<file path="config.mk">
export PLATFORM = sky130hd
export DESIGN_NAME = playback_transport_control
export DESIGN_NICKNAME = d
export VERILOG_FILES = /design/src/ptc_pkg.sv /design/src/playback_transport_control.sv /design/src/ptc_cfg.sv /design/src/ptc_step.sv
export SDC_FILE = /design/constraint.sdc
export NUM_CORES = 1
export LEC_CHECK = 0
export BUFFER_PORTS_ARGS = -buffer_cell sky130_fd_sc_hd__buf_2
export CORE_ASPECT_RATIO = 2
export CORE_MARGIN = 4
export CORE_UTILIZATION = 58
export CTS_BUF_LIST = sky130_fd_sc_hd__clkbuf_2
export CTS_CLUSTER_DIAMETER = 60
export DETAILED_ROUTE_END_ITERATION = 8
export HOLD_SLACK_MARGIN = 0.12
export PLACE_DENSITY = 0.9
export SLEW_MARGIN = 40
export SYNTH_ARGS = -nofsm -noshare
export SYNTH_HDL_FRONTEND = slang
export SYNTH_SLANG_ARGS = --single-unit
</file>
<file path="constraint.sdc">
create_clock -name clk_i -period 17.6 [get_ports clk_i]
set_input_delay 0.88 -clock clk_i [delete_from_list [all_inputs] [get_ports clk_i]]
set_output_delay 0.88 -clock clk_i [all_outputs]
set_load 0.01 [all_outputs]
</file>
<file path="src/ptc_pkg.sv">
// Shared types, constants and helpers for the playback transport control block.
package ptc_pkg;

  localparam int FRAME_BITS_DEF = 25;
  localparam int LEVEL_COUNT    = 11;

  localparam logic [4:0] DIR_MASK = 5'h1e;
  localparam logic [4:0] BTN_MASK = 5'h17;

  localparam logic [1:0] MODE_VOL  = 2'd0;
  localparam logic [1:0] MODE_BRT  = 2'd1;
  localparam logic [1:0] MODE_SEEK = 2'd2;

  localparam int E_BUTTON = 0;
  localparam int E_SELECT = 1;
  localparam int E_RIGHT  = 2;
  localparam int E_LEFT   = 3;
  localparam int E_DOWN   = 4;
  localparam int E_UP     = 5;

  localparam logic REG_OSD_DURATION  = 1'b0;
  localparam logic REG_REWIND_FRAMES = 1'b1;

  localparam logic [7:0]  OSD_DURATION_RST  = 8'd180;
  localparam logic [15:0] REWIND_FRAMES_RST = 16'd601;

  typedef struct packed {
    logic [7:0]  osd_duration;
    logic [15:0] rewind_frames;
  } ptc_cfg_t;

  typedef struct packed {
    logic [4:0] dir_stable;
    logic [4:0] dir_prev;
    logic [4:0] btn_stable;
    logic [4:0] btn_prev;
    logic [5:0] edges;
    logic [4:0] repeat_cnt;
    logic [6:0] seek_step;
    logic [1:0] mode;
    logic [3:0] volume;
    logic [3:0] bright;
    logic       play;
    logic [7:0] timecode;
    logic [7:0] levelbar;
    logic       mono;
    logic [3:0] audio;
  } ptc_state_t;

  localparam ptc_state_t STATE_RST = '{
    dir_stable: 5'd0,
    dir_prev:   5'd0,
    btn_stable: 5'd0,
    btn_prev:   5'd0,
    edges:      6'b000010,
    repeat_cnt: 5'd0,
    seek_step:  7'd1,
    mode:       MODE_SEEK,
    volume:     4'd6,
    bright:     4'd6,
    play:       1'b1,
    timecode:   8'd0,
    levelbar:   8'd0,
    mono:       1'b0,
    audio:      4'd6
  };

  function automatic logic [3:0] level_adjust(input logic [3:0] lvl, input logic down);
    logic [4:0] inc;
    inc = {1'b0, lvl} + 5'd1;
    if (down) begin
      level_adjust = (lvl != 4'd0) ? lvl - 4'd1 : 4'd0;
    end else begin
      level_adjust = (inc >= 5'(LEVEL_COUNT)) ? lvl : inc[3:0];
    end
  endfunction

endpackage

</file>
<file path="src/playback_transport_control.sv">
// Top level of the playback transport control: input stage, state/result registers, APB port.
//
//   channel | handshake                 | payload
//   --------+---------------------------+------------------------------------------
//   in      | in_valid_i / in_ready_o   | transport_raw_i, sample_direction_i
//   out     | out_valid_o / out_ready_i | frame_number_o .. levelbar_osd_o
//   cfg     | psel, penable, pwrite     | paddr, pwdata, prdata, pready
//
// One transaction per cycle sustained while out_ready_i is high; out_ready_i low stalls it.
// A transaction passes through the input register, then the step logic, whose result lands in
// the state registers, which also serve as the result register.
// The input stage keeps accepting while a result waits, until both stages are full.
// Reset loads frame 1, playing, seek mode, levels 6 and the default register values.
module playback_transport_control #(
  parameter int FRAME_BITS = ptc_pkg::FRAME_BITS_DEF
) (
  input  logic                         clk_i,
  input  logic                         rst_ni,
  input  logic                         in_valid_i,
  output logic                         in_ready_o,
  input  logic [7:0]                   transport_raw_i,
  input  logic                         sample_direction_i,
  output logic                         out_valid_o,
  input  logic                         out_ready_i,
  output logic signed [FRAME_BITS-1:0] frame_number_o,
  output logic                         playing_o,
  output logic [1:0]                   menu_mode_o,
  output logic [3:0]                   volume_level_o,
  output logic [3:0]                   audio_level_o,
  output logic [3:0]                   bright_level_o,
  output logic                         force_mono_o,
  output logic [7:0]                   timecode_osd_o,
  output logic [7:0]                   levelbar_osd_o,
  input  logic                         psel,
  input  logic                         penable,
  input  logic                         pwrite,
  input  logic [2:0]                   paddr,
  input  logic [31:0]                  pwdata,
  output logic [31:0]                  prdata,
  output logic                         pready
);
  import ptc_pkg::*;

  ptc_cfg_t                     cfg;
  ptc_state_t                   state_q, state_d;
  logic signed [FRAME_BITS-1:0] frame_q, frame_d;
  logic                         in_vld_q, out_vld_q;
  logic [7:0]                   raw_q;
  logic                         dir_q;
  logic                         advance;

  ptc_cfg u_cfg (
    .clk_i   (clk_i),
    .rst_ni  (rst_ni),
    .psel    (psel),
    .penable (penable),
    .pwrite  (pwrite),
    .paddr   (paddr),
    .pwdata  (pwdata),
    .prdata  (prdata),
    .pready  (pready),
    .cfg_o   (cfg)
  );

  ptc_step #(
    .FRAME_BITS (FRAME_BITS)
  ) u_step (
    .state_i    (state_q),
    .frame_i    (frame_q),
    .raw_i      (raw_q),
    .dir_half_i (dir_q),
    .cfg_i      (cfg),
    .state_o    (state_d),
    .frame_o    (frame_d)
  );

  assign advance    = in_vld_q && (!out_vld_q || out_ready_i);
  assign in_ready_o = !in_vld_q || advance;

  always_ff @(posedge clk_i or negedge rst_ni) begin
    if (!rst_ni) begin
      in_vld_q <= 1'b0;
    end else if (in_ready_o) begin
      in_vld_q <= in_valid_i;
    end
  end

  always_ff @(posedge clk_i) begin
    if (in_valid_i && in_ready_o) begin
      raw_q <= transport_raw_i;
      dir_q <= sample_direction_i;
    end
  end

  always_ff @(posedge clk_i or negedge rst_ni) begin
    if (!rst_ni) begin
      out_vld_q <= 1'b0;
      state_q   <= STATE_RST;
      frame_q   <= FRAME_BITS'(1);
    end else begin
      if (advance) begin
        out_vld_q <= 1'b1;
        state_q   <= state_d;
        frame_q   <= frame_d;
      end else if (out_ready_i) begin
        out_vld_q <= 1'b0;
      end
    end
  end

  assign out_valid_o    = out_vld_q;
  assign frame_number_o = frame_q;
  assign playing_o      = state_q.play;
  assign menu_mode_o    = state_q.mode;
  assign volume_level_o = state_q.volume;
  assign audio_level_o  = state_q.audio;
  assign bright_level_o = state_q.bright;
  assign force_mono_o   = state_q.mono;
  assign timecode_osd_o = state_q.timecode;
  assign levelbar_osd_o = state_q.levelbar;

  a_seek_range: assert property (@(posedge clk_i) disable iff (!rst_ni)
    state_q.seek_step >= 7'd1 && state_q.seek_step <= 7'd125 && state_q.seek_step[1:0] == 2'b01)
    else $error("seek step out of range");

  a_stage_hold: assert property (@(posedge clk_i) disable iff (!rst_ni)
    in_vld_q && !advance |=> in_vld_q && $stable(raw_q) && $stable(dir_q))
    else $error("input stage lost a stalled transaction");

  a_result_valid: assert property (@(posedge clk_i) disable iff (!rst_ni)
    advance |=> out_vld_q)
    else $error("result register missed a transaction");

  a_state_hold: assert property (@(posedge clk_i) disable iff (!rst_ni)
    !advance |=> $stable(state_q) && $stable(frame_q))
    else $error("state changed without a transaction");

endmodule

</file>
<file path="src/ptc_cfg.sv">
// APB register file for the on-screen display duration and rewind distance.
module ptc_cfg (
  input  logic                clk_i,
  input  logic                rst_ni,
  input  logic                psel,
  input  logic                penable,
  input  logic                pwrite,
  input  logic [2:0]          paddr,
  input  logic [31:0]         pwdata,
  output logic [31:0]         prdata,
  output logic                pready,
  output ptc_pkg::ptc_cfg_t   cfg_o
);
  import ptc_pkg::*;

  ptc_cfg_t cfg_q;
  logic     wr_en;

  assign wr_en  = psel && penable && pwrite;
  assign pready = 1'b1;
  assign cfg_o  = cfg_q;

  always_ff @(posedge clk_i or negedge rst_ni) begin
    if (!rst_ni) begin
      cfg_q.osd_duration  <= OSD_DURATION_RST;
      cfg_q.rewind_frames <= REWIND_FRAMES_RST;
    end else if (wr_en) begin
      unique case (paddr[2])
        REG_OSD_DURATION:  cfg_q.osd_duration  <= pwdata[7:0];
        REG_REWIND_FRAMES: cfg_q.rewind_frames <= pwdata[15:0];
        default: ;
      endcase
    end
  end

  always_comb begin
    unique case (paddr[2])
      REG_OSD_DURATION:  prdata = {24'd0, cfg_q.osd_duration};
      REG_REWIND_FRAMES: prdata = {16'd0, cfg_q.rewind_frames};
      default:           prdata = 32'd0;
    endcase
  end

endmodule

</file>
<file path="src/ptc_step.sv">
// Next-state logic for one controller sample: debounce, edges, repeat, modes and frame step.
module ptc_step #(
  parameter int FRAME_BITS = ptc_pkg::FRAME_BITS_DEF
) (
  input  ptc_pkg::ptc_state_t            state_i,
  input  logic signed [FRAME_BITS-1:0]   frame_i,
  input  logic [7:0]                     raw_i,
  input  logic                           dir_half_i,
  input  ptc_pkg::ptc_cfg_t              cfg_i,
  output ptc_pkg::ptc_state_t            state_o,
  output logic signed [FRAME_BITS-1:0]   frame_o
);
  import ptc_pkg::*;

  localparam int W = FRAME_BITS + 2;
  localparam logic signed [W-1:0] TOP = {3'b000, {(FRAME_BITS-1){1'b1}}};
  localparam logic signed [W-1:0] BOT = {3'b111, {(FRAME_BITS-1){1'b0}}};
  localparam logic signed [FRAME_BITS-1:0] FRAME_ONE = FRAME_BITS'(1);

  function automatic logic signed [FRAME_BITS-1:0] clamp_frame(input logic signed [W-1:0] v);
    if (v > TOP) begin
      clamp_frame = TOP[FRAME_BITS-1:0];
    end else if (v < BOT) begin
      clamp_frame = BOT[FRAME_BITS-1:0];
    end else begin
      clamp_frame = v[FRAME_BITS-1:0];
    end
  endfunction

  ptc_state_t               s;
  logic signed [FRAME_BITS-1:0] frame;
  logic [4:0]               sample;
  logic                     right, left, up, down, button, select, rst;
  logic [1:0]               last_mode;
  logic signed [8:0]        step;
  logic signed [W-1:0]      sum;

  always_comb begin
    s      = state_i;
    frame  = frame_i;
    sample = 5'd0;
    step   = 9'sd1;
    sum    = '0;

    if (s.timecode != 8'd0) begin
      s.timecode = s.timecode - 8'd1;
    end
    if (s.levelbar != 8'd0) begin
      s.levelbar = s.levelbar - 8'd1;
    end

    if (dir_half_i) begin
      sample = ~raw_i[4:0] & DIR_MASK;
      if (sample == s.dir_prev) begin
        s.dir_stable = sample;
      end
      s.dir_prev = sample;
    end else begin
      sample = ~raw_i[4:0] & BTN_MASK;
      if (sample == s.btn_prev) begin
        s.btn_stable = sample;
      end
      s.btn_prev = sample;
    end

    right  = s.dir_stable[4];
    left   = s.dir_stable[3];
    down   = s.dir_stable[2];
    up     = s.dir_stable[1];
    s.mono = s.btn_stable[4];
    select = s.btn_stable[2];
    rst    = s.btn_stable[1];
    button = s.btn_stable[0];
    last_mode = s.mode;

    if (rst) begin
      frame      = FRAME_ONE;
      s.play     = 1'b1;
      s.timecode = cfg_i.osd_duration;
    end else begin
      if (up && !state_i.edges[E_UP]) begin
        s.mode = (s.mode == MODE_VOL) ? MODE_SEEK : s.mode - 2'd1;
      end else if (down && !state_i.edges[E_DOWN]) begin
        s.mode = (s.mode >= MODE_SEEK) ? MODE_VOL : s.mode + 2'd1;
      end

      if (left || right) begin
        s.repeat_cnt = s.repeat_cnt + 5'd1;
      end else begin
        s.repeat_cnt = 5'd0;
        s.seek_step  = 7'd1;
      end

      if (s.repeat_cnt[4]) begin
        s.repeat_cnt = 5'd0;
        if (left || right) begin
          unique case (s.mode)
            MODE_SEEK: begin
              s.timecode = cfg_i.osd_duration;
              if (s.seek_step < 7'd124) begin
                s.seek_step = s.seek_step + 7'd4;
              end
            end
            MODE_VOL: begin
              s.levelbar = cfg_i.osd_duration;
              s.volume   = level_adjust(s.volume, left);
            end
            MODE_BRT: begin
              s.levelbar = cfg_i.osd_duration;
              s.bright   = level_adjust(s.bright, left);
            end
            default: ;
          endcase
        end
      end

      if (select && !state_i.edges[E_SELECT]) begin
        s.timecode = cfg_i.osd_duration;
        sum   = W'(frame) - $signed({{(W-16){1'b0}}, cfg_i.rewind_frames});
        frame = clamp_frame(sum);
      end else begin
        if (button && !state_i.edges[E_BUTTON]) begin
          s.play = ~s.play;
        end

        if (last_mode != s.mode) begin
          if (s.mode == MODE_SEEK) begin
            s.timecode = cfg_i.osd_duration;
          end else begin
            s.levelbar = cfg_i.osd_duration;
          end
        end

        if (s.levelbar > s.timecode) begin
          s.timecode = 8'd0;
        end else begin
          s.levelbar = 8'd0;
        end

        s.audio = s.play ? s.volume : 4'd0;

        if (!s.play) begin
          priority if (s.mode == MODE_SEEK && right && !state_i.edges[E_RIGHT]) begin
            step = 9'sd2;
          end else if (s.mode == MODE_SEEK && left && !state_i.edges[E_LEFT]) begin
            step = -9'sd2;
          end else begin
            step = frame[0] ? -9'sd1 : 9'sd1;
          end
        end else if (s.mode == MODE_SEEK) begin
          if (right) begin
            step = $signed({2'b00, s.seek_step});
          end else if (left) begin
            step = -$signed({2'b00, s.seek_step});
          end
        end

        sum   = W'(frame) + W'(step);
        frame = clamp_frame(sum);
        if (frame < FRAME_ONE) begin
          frame       = FRAME_ONE;
          s.seek_step = 7'd1;
        end
      end
    end

    s.edges = {up, down, left, right, select, button};
  end

  assign state_o = s;
  assign frame_o = frame;

endmodule

</file>
# [Word level (Yosys, flattened, before mapping)]
# Cells that the tools add are included.
[word_totals] register_bits=123 wordCells=170
[classes] addsub=13 order_cmp=10 n_eq_ne=7 n_mux=73 n_bitwise=6 reduce_logical=39
[ops] op="2-to-1 mux 25 bit" n=9
[ops] op="2-to-1 mux 8 bit" n=13
[ops] op="2-to-1 mux 9 bit" n=10
[ops] op="2-to-1 mux 16 bit" n=5
[ops] op="one-hot mux 32 bit (2 select lines)" n=1
[ops] op="> comparator 27 x 25 -> 1 bit (second input constant)" n=2
[ops] op="< comparator 27 x 25 -> 1 bit (second input constant)" n=2
[ops] op="2-to-1 mux 7 bit" n=7
[ops] op="2-to-1 mux 4 bit" n=9
[ops] op="adder 25 x 9 -> 26 bit" n=1
[ops] op="subtractor 25 x 17 -> 26 bit" n=1
[ops] op="< comparator 25 x 2 -> 1 bit (second input constant)" n=1
[ops] op="2-to-1 mux 10 bit" n=2
[ops] op="2-to-1 mux 5 bit" n=4
[ops] op="nonzero test 8 bit" n=2
[ops] op="subtractor 8 x 1 -> 8 bit (second input constant)" n=2
[ops] op="logical AND 1 bit" n=12
[ops] op="2-to-1 mux 12 bit" n=1
[ops] op="AND reduction 2 bit" n=6
[ops] op="2-to-1 mux 11 bit" n=1
[ops] op="adder 4 x 1 -> 5 bit (second input constant)" n=2
[ops] op=">= comparator 5 x 4 -> 1 bit (second input constant)" n=2
[ops] op="2-to-1 mux 2 bit" n=5
[ops] op="negator 7 -> 9 bit" n=1
[ops] op="24 further kinds" n=47

# [Depth between registers and ports, before layout]
# Gate-level depths: netlist of the first run.
[depth] depth_word=30 ltp_mapped=33 depth_no_buf=27

# [Modules after synthesis]
# A second synthesis of the first run with hierarchy kept.
[unflattened] hier_cells=1229 area_unflattened_um2=11335.9
[modules_own_cells] mod="ptc_step" n_inst=1 cells_each=894 area_each_um2=5744.3 seq_area_each_um2=0.0
[modules_own_cells] mod="playback_transport_control" n_inst=1 cells_each=247 area_each_um2=4327.9 seq_area_each_um2=2711.4
[modules_own_cells] mod="ptc_cfg" n_inst=1 cells_each=88 area_each_um2=1263.7 seq_area_each_um2=611.8

# [Worst setup path after synthesis of the first run]
# Ideal clock, no wire load.
[synth_timing] kind="reg2reg" startpoint="register raw_q[2]" endpoint="register frame_q[16] (netlist: frame_number_o[16])" setup_time_ns=0.087 arrival_time_ns=7.814 required_time_ns=17.513 path_slack_ns=9.698 path_stages_with_launch=33 n_path_buf=5 path_cell_list="edfxtp_1 buf_4 xnor2_1 or3_1 buf_6 o21ai_1 nand2_1 clkbuf_1 nor2_1 ha_1 nand3_1 or3_1 a21o_1 nand4_1 nor3_2 o32ai_1 ha_1 buf_2 a21oi_1 o21ai_0 o2111ai_1 o311ai_2 a31oi_1 a31oi_4 xnor2_2 nand4_1 nor4b_1 ha_1 or3_1 clkbuf_1 nor2_1 a21oi_1 o211ai_1"
[synth_between] elab_chain_len=30
[synth_lines] element="start: declaration" line="playback_transport_control.sv:48" text="logic [7:0] raw_q;"
[synth_lines] element="start signal: assignment" line="playback_transport_control.sv:90" text="raw_q <= transport_raw_i;"
[synth_lines] element="inverter 5 bit (*)" line="ptc_step.sv:53, ptc_step.sv:59"
[synth_lines] element="equality test 4 bit" line="ptc_step.sv:54" text="if (sample == s.dir_prev) begin"
[synth_lines] element="2-to-1 mux 5 bit" line="ptc_step.sv:54"
[synth_lines] element="2-to-1 mux 10 bit" line="ptc_step.sv:52" text="if (dir_half_i) begin"
[synth_lines] element="logical OR 1 bit or logical AND 1 bit (tied branches)" line="ptc_step.sv:87, ptc_step.sv:96, ptc_step.sv:83"
[synth_lines] element="2-to-1 mux 7 bit or 2-to-1 mux 2 bit (tied branches)" line="ptc_step.sv:87, ptc_step.sv:83"
[synth_lines] element="2-to-1 mux 7 bit or 2-to-1 mux 2 bit (tied branches)" line="ptc_step.sv:76, ptc_step.sv:81"
[synth_lines] element="adder 7 x 3 -> 7 bit (tied with other cells)" line="ptc_step.sv:101" text="s.seek_step = s.seek_step + 7'd4;"
[synth_lines] element="[14 not listed]"
[synth_lines] element="2-to-1 mux 25 bit" line="ptc_step.sv:23" text="end else if (v < BOT) begin"
[synth_lines] element="2-to-1 mux 25 bit" line="ptc_step.sv:21" text="if (v > TOP) begin"
[synth_lines] element="2-to-1 mux 25 bit" line="ptc_step.sv:117" text="if (select && !state_i.edges[E_SELECT]) begin"
[synth_lines] element="2-to-1 mux 25 bit" line="ptc_step.sv:76" text="if (rst) begin"
[synth_lines] element="< comparator 25 x 2 -> 1 bit" line="ptc_step.sv:160" text="if (frame < FRAME_ONE) begin"
[synth_lines] element="2-to-1 mux 25 bit" line="ptc_step.sv:160"
[synth_lines] element="2-to-1 mux 25 bit" line="ptc_step.sv:117"
[synth_lines] element="2-to-1 mux 25 bit (*)" line="ptc_step.sv:76"
[synth_lines] element="end signal: assignment" line="playback_transport_control.sv:104" text="frame_q <= frame_d;"
[synth_lines] element="end: declaration" line="playback_transport_control.sv:46" text="logic signed [FRAME_BITS-1:0] frame_q, frame_d;"
# Every way passes the cells marked *; elsewhere a longest branch is shown, timed or not. The select of a mux whose other input is x is not followed.
# A chain may end at the register's enable or synchronous reset.

# [Worst setup path after layout of the first run]
[layout_timing] startpoint="register raw_q[4]" endpoint="register frame_q[12] (netlist: frame_number_o[12])"
# Same word-level chain as after synthesis.

==> summary.md, run 1 <==
| Metric | Value |
|---|---|
| Status | `finished clean` |
| Worst Path Arrival | `9.51 ns` |
| Synth Flop Type | `dfrtp_1` |
| Seq cells post-synth | `roughly 120` |
| Via count | `9711` |
| Worst skew pair latency | `0.75 ns` |
| Max VDD drop | `0.101 mV` |
| Placed Instance Area | `10600 sq um` |
| Crit path from | `raw_q[4]` |
| TritonCTS buffer count | `17` |
| CP Max Fanout | `17` |
| DRT Pass-1 Iters | `5` |
| Setup Buffers After CTS | `0` |
| Chip height | `196 microns` |
| Register area share after synthesis | `28.9%` |
| Residual DRC | `0` |
| CP Data Required Time | `approximately 18 ns` |
| Crit start category | `flop` |
| Initial core utilization | `59.2%` |
| Synth Instances | `around 1200` |
| Final hold violation count | `0` |
| Switch Pwr | `0.000805 W` |
| Endpoint class of the critical path | `flop` |
| Total gr overflow | `0` |
| Share of layout cells above drive strength 1 | `19.1%` |
| Overall track demand over capacity in global routing | `29.9%` |
| Routed vias/inst | `6.55` |
| Worst setup path class | `reg2reg` |
| Pre-CTS WS | `between 8 and 9 ns` |
| Combinational share of power | `between 50 and 60%` |
| Hold Path Class | `in2reg` |
| Fin area | `10900 sq um` |
| IO buf count | `around 100` |
| Final Max Tran Viols | `0` |
| Hold path start | `transport_raw_i[4]` |
| Post-synthesis cell area | `10200 sq um` |
| Clock Path Buffers | `2` |
| Ys async rst share | `94.8%` |
| H-tree depth | `4` |
| Worst slew margin | `42.9%` |
| Yosys cell types | `92` |
| Largest net degree at the start of global routing | `71` |
| Vias in the first global route | `9502` |
| Tot Pwr | `0.00162 W` |
| Filler Cells Inserted | `1445` |
| P_int | `a little over 0.0008 W` |
| Antenna violations before repair | `1` |
| Yosys warnings | `0` |
| Tightest Pin Transition | `0.845 ns` |
| Setup TNS | `0 ns` |
| Core area | `around 17000 sq um` |
| CTS root buf | `clkbuf_2` |
| Antenna-violating nets left | `0` |
| WL final | `30.1 mm` |
| Leak Pwr | `4.87 nW` |
| Core Rows | `68` |
| DRT iter0 DRCs | `619` |
| Ports | `roughly 140` |
| NumNets Final | `about 1400` |
| Sequential share of power | `27.8%` |
| Mean Syn Cell Area | `roughly 8.5 sq um` |
| Clk slew on worst S/H paths | `between 0.15 and 0.2 ns` |
| Post-DP HPWL | `22.7 mm` |
| TritonCTS clock tree | `done` |
| Crit share post-route | `50.5%` |
| Max cap viols | `0` |
| Routed len/inst | `20.3 microns` |
| Clock skew | `0.0622 ns` |
| Pwr dens | `149 nW/um^2` |
| Final setup violating endpoints | `0` |
| Die Wd | `roughly 100 microns` |
| Setup WS post-layout | `roughly 8.7 ns` |
| Tmin final | `8.88 ns` |
| CTS sink cnt | `116` |
| Area grow syn2layout | `6.78%` |
| GPL Wtd Cong | `0.952` |
| First-pass GRT wire length | `47.0 mm` |
| RR Startpoint | `raw_q[4]` |
| Sw frac | `49.6%` |
| Unrepaired setup endpoints after global routing | `false` |
| Post-synth EDFFs | `6` |
| Max Fclk | `113 MHz` |
| Die area | `~20000 sq um` |
| Clock power frac | `13.1%` |
cells by family after synthesis:
| family | share of synthesized area [%] |
|---|---|
| compound gates | 24.1 |
| xor+xnor | 5.02 |
| fa+ha+maj | 9.72 |
| buf+inv | 7.22 |
| flops | 28.9 |
| mux | 5.78 |
| other cells | 0.0735 |
| simple gates | 19.2 |
Yosys cell counts, types with 27 or more instances:
library cell	count	area [sq um]
inv_1	50	188
buf_4	49	368
a21oi_1	75	375
mux2_2	38	428
dfrtp_1	90	2250
nor3_1	36	180
o21ai_0	82	410
nand3_1	45	225
nand2_1	94	353
ha_1	69	863
xnor2_1	32	280
nor2_1	95	357
a21o_1	27	203
cell type report:
type / count / area (sq um) / share of cell area [%]
multi-input cells: 959 / 6600 / 60.5
flip-flops and latches: 116 / 2960 / 27.1
repair buffers: 114 / 608 / 5.57
well taps: 210 / 263 / 2.41
clock inverters: 15 / 204 / 1.87
inverters: 51 / 191 / 1.75
clock buffers: 17 / 85.1 / 0.779
diodes: 1 / 2.50 / 0.0229
critical path: stages (launching register included):
cell,delay [ns]
edfxtp_1,0.62
xnor2_1,0.23
or4_4,0.55
or4b_4,0.59
xor2_2,0.43
nand2_1,0.18
o41ai_2,0.66
nand2b_2,0.33
o32ai_2,0.11
buf_4,0.25
ha_1,0.45
a21oi_1,0.19
o21ai_0,0.19
o2111ai_1,0.36
o311ai_2,0.20
a31oi_1,0.50
a21oi_1,0.13
a311oi_1,0.63
nand4_1,0.15
nor4b_1,0.35
ha_1,0.36
or3_1,0.54
nor2_1,0.39
nand2_1,0.22
o211ai_1,0.14
power by group through the flow:
stage | Sequential (W) | Clock [W] | Combinational (W)
2_1_floorplan | 0.000419 | 0 | 0.000710
3_3_place_gp | 0.000447 | 0 | 0.000902
3_5_place_dp | 0.000450 | 0 | 0.000929
4_1_cts | 0.000445 | 0.000214 | 0.000936
5_1_grt | 0.000458 | 0.000225 | 0.00105
6_report | 0.000450 | 0.000213 | 0.000959
per-layer routing:
metal  global-route usage [%]  wire (microns)  part of all wire, %  vias up
li1                         -               -                    -     4488
met1                     30.6           10000                   33     4551
met2                     51.7           15400                   51      502
met3                     4.59            1940                  6.4      170
met4                     24.6            2780                  9.2        0
met5                        0               0                    0        -
through the flow:
stage	hold WS (ns)	std cells	util [%]
2_1_floorplan	0.446	1214	-
6_report	0.317	1483	63.2
4_1_cts	0.283	1481	63.1
5_1_grt	0.284	1483	63.2
3_5_place_dp	0.472	1448	61.4
3_3_place_gp	0.459	1448	61.3
state kept, by name, indices dropped and copies added (netlist names):
| register | cells |
|---|---|
| state_q | 28 |
| frame_number_o | 25 |
| u_cfg.cfg_o | 24 |
| levelbar_osd_o | 8 |
| timecode_osd_o | 8 |
| raw_q | 5 |
| audio_level_o | 4 |
| bright_level_o | 4 |
| volume_level_o | 4 |
| menu_mode_o | 2 |
| dir_q | 1 |
| in_vld_q | 1 |
| out_valid_o | 1 |
| playing_o | 1 |
path summary, 6_finish.rpt:
| kind | end | slack [ns] | depth (start not counted) |
|---|---|---|---|
| worst max-delay path | frame_number_o[12] | 8.72 | 24 |
| worst min-delay path | raw_q[4] | 0.32 | 1 |
| worst max register to register | frame_number_o[12] | 8.72 | 24 |
| worst min register to register | audio_level_o[2] | 0.49 | 2 |
| max in group asynchronous | frame_number_o[17] | 15.89 | 3 |
| min in group asynchronous | in_vld_q | 0.65 | 2 |
repair_timing:
item / 4_1_cts / 5_1_grt
hold endpoints to repair: 17 / 0
gates resized for setup: 0 / 0
hold buffers: 1 / 0
endpoints found under the setup margin: 0 / 0
cell usage in the layout (no fill, tap or decap), types with 9 or more instances in the layout:
master    Yosys  final
mux2_2       38     38
dfstp_2      20     20
ha_1         69     69
and2_1       22     22
o21a_1       18     18
nand3_1      45     45
nor4_1       11     11
o22ai_1      10     10
nand4_1      13     13
xor2_1       21     21
inv_1        50     50
a31oi_1      13     13
dfrtp_1      90     90
a21o_1       27     27
o21ai_0      82     81
xnor2_1      32     32
buf_2         8    103
o211ai_1     17     17
nor2b_1       9      9
nor3_1       36     36
nand2_1      94     93
clkbuf_2      0     17
maj3_1        9      9
conb_1        2     17
and3_1       13     13
mux2i_1      14     14
nor2_1       95     95
a21oi_1      75     74
nand2b_1     16     16
Note: power is estimated with default switching activity, not from simulation.
==> inputs of run 2 (changes only) <==
- clock period: 17.6 -> 8.8 ns (I/O delays scaled with it)
==> run 2 against run 1 <==
Core utilization is 1.8 points higher. Worst hold slack worse by 0.14 ns. Clock power is 85% higher. Critical path depth is 2 higher. Fmax is 8.3% higher. Sequential cell count stayed put. Global-route usage is 1.3 points higher. Setup slack worse by 8.1 ns. Non-clock buffer count is 35 higher. Cell count is 2.4% higher. Largest power group unchanged. Sequential power is 100% higher.
==> summary.md, run 2 (synthesis gave the netlist of run 1 again) <==
| Metric | Value |
|---|---|
| Total gr overflow | `0` |
| Endpoint class of the critical path | `flop` |
| Die Wd | `approximately 100 microns` |
| Worst skew pair latency | `0.75 ns` |
| CP Data Required Time | `9.49 ns` |
| Share of layout cells above drive strength 1 | `19.4%` |
| Initial core utilization | `between 50 and 60%` |
| Max VDD drop | `approximately 0.25 mV` |
| Leak Pwr | `5.01 nW` |
| Worst Path Arrival | `8.89 ns` |
| Tightest Pin Transition | `0.752 ns` |
| TritonCTS clock tree | `done` |
| Max Fclk | `122 MHz` |
| DR top layer | `met4` |
| WL final | `30.9 mm` |
| TritonCTS buffer count | `17` |
| Max FFs per register | `28` |
| Dpl cells | `between 1000 and 1500` |
| Post-DP HPWL | `23.0 mm` |
| Commonest non-fill, non-tap cell in the layout | `buf_2` |
| Crit start category | `flop` |
| Via count | `10000` |
| Core area | `17300 sq um` |
| Tmin final | `roughly 8 ns` |
| Worst setup path class | `reg2reg` |
| GPL Wtd Cong | `0.954` |
| Crit share post-route | `between 90% and 100%` |
| Core Rows | `68` |
| Hold Path Class | `in2async` |
| Clock skew | `0.0517 ns` |
| Final Max Tran Viols | `0` |
| Area grow syn2layout | `9.77%` |
| Antenna violations before repair | `1` |
| Routed len/inst | `20.4 microns` |
| Pwr dens | `289 nW/um^2` |
| Combinational share of power | `around 60%` |
| Most frequent cells in the layout | `buf_2, nor2_1, nand2_1, dfrtp_1, o21ai_0` |
| DRT iter0 DRCs | `between 600 and 700` |
| NumNets Final | `approximately 1400` |
| DRT Pass-1 Iters | `5` |
| Status | `finished clean` |
| Met2 WL | `16.1 mm` |
| Sw frac | `49.7%` |
| Max cap viols | `0` |
| Routed vias/inst | `between 6 and 7` |
| Setup Buffers After CTS | `0` |
| Final setup violating endpoints | `0` |
| CP Max Fanout | `10` |
| Worst slew margin | `49.4%` |
| WL met3 | `~1.7 mm` |
| Unrepaired setup endpoints after global routing | `false` |
| Clk slew on worst S/H paths | `between 0.2 and 0.25 ns` |
| P_int | `roughly 0.0016 W` |
| CTS sink cnt | `roughly 120` |
| Clock power frac | `between 10% and 20%` |
| Setup TNS | `0 ns` |
| Die area | `19900 sq um` |
| Clock Path Buffers | `2` |
| Most flop-heavy register | `state_q` |
| Post-CTS sizing | `0` |
| Switch Pwr | `0.00161 W` |
| CTS root buf | `clkbuf_2` |
| Residual DRC | `0` |
| Sequential share of power | `28.0%` |
| Post-route non-filler standard cell count | `1519` |
| Chip height | `between 150 and 200 microns` |
| Ports | `143` |
| First-pass GRT wire length | `48.9 mm` |
| Largest net degree at the start of global routing | `72` |
| Antenna-violating nets left | `0` |
| H-tree depth | `4` |
| Metal-1 WL | `10.4 mm` |
| IO buf count | `about 100` |
| Final hold violation count | `0` |
| Overall track demand over capacity in global routing | `31.1%` |
| Vias in the first global route | `9821` |
[run 2: cell type report]
| cell class | instances | area [sq um] |
|---|---|---|
| clock inverter | 13 | 158 |
| sequential | 116 | 2960 |
| clock buffer | 19 | 95.1 |
| antenna | 2 | 5.00 |
| fill | 1415 | 6050 |
| multi-input combinational | 959 | 6620 |
| tap | 210 | 263 |
| timing repair buffer | 149 | 933 |
| inverter | 51 | 191 |
[run 2: path summary, 6_finish.rpt]
path                             startpoint            endpoint  slack, ns  cells past startpoint
setup reg to reg                   raw_q[1]  frame_number_o[23]       0.60                     26
setup / recovery                   raw_q[1]  frame_number_o[23]       0.60                     26
hold / removal                       rst_ni         state_q[61]       0.17                      2
max in group asynchronous            rst_ni     u_cfg.cfg_o[22]       7.55                      3
hold reg to reg            audio_level_o[1]    audio_level_o[1]       0.49                      2
min in group clk_i                   pwrite      u_cfg.cfg_o[0]       0.36                      3
[run 2: per-layer routing]
metal,vias up,track usage [%]
met5,-,0
met4,0,24.6
met3,184,4.20
met2,490,54.8
met1,4778,31.9
li1,4558,-
[run 2: power by group through the flow]
stage | clock (W) | sequential [W] | combinational [W]
3_5_place_dp | 0 | 0.000902 | 0.00187
6_report | 0.000393 | 0.000908 | 0.00194
2_1_floorplan | 0 | 0.000838 | 0.00142
5_1_grt | 0.000418 | 0.000918 | 0.00213
4_1_cts | 0.000394 | 0.000892 | 0.00189
3_3_place_gp | 0 | 0.000896 | 0.00182
[run 2: critical path: stages (launching register included)]
cell,delay [ns]
edfxtp_1,0.59
xnor2_1,0.21
or3_1,0.50
o21ai_1,0.31
and3_1,0.27
ha_1,0.16
nand3_1,0.13
or3_1,0.34
a21o_1,0.23
nand4_1,0.15
nor3_2,0.07
o32ai_2,0.52
ha_1,0.44
a21oi_1,0.17
o21ai_0,0.21
o2111ai_1,0.36
o311ai_2,0.19
a31oi_1,0.55
a31oi_4,0.28
o21a_1,0.19
a211o_1,0.33
nor4b_1,0.43
ha_1,0.37
or3_1,0.41
nor2_1,0.34
nand2_1,0.22
o211ai_1,0.16
[run 2: per-stage QoR]
step | instance area (sq um) | power (W) | util, % | setup slack, ns | hold slack (ns)
final | 11200 | 0.00324 | 65.0 | 0.601 | 0.173
after global routing | 11200 | 0.00347 | 65.0 | 0.00280 | 0.200
after CTS | 11200 | 0.00318 | 64.8 | 0.647 | 0.166
after detailed placement | 10700 | 0.00277 | 61.9 | 0.714 | 0.444
after global placement | 10700 | 0.00272 | 61.7 | 0.825 | 0.438
after floorplan | 10300 | 0.00226 | - | 0.898 | 0.144
[run 2: what timing repair did]
action,in CTS,in global routing
hold buffers,26,0
hold endpoints to repair,71,0
setup endpoints to repair,0,0
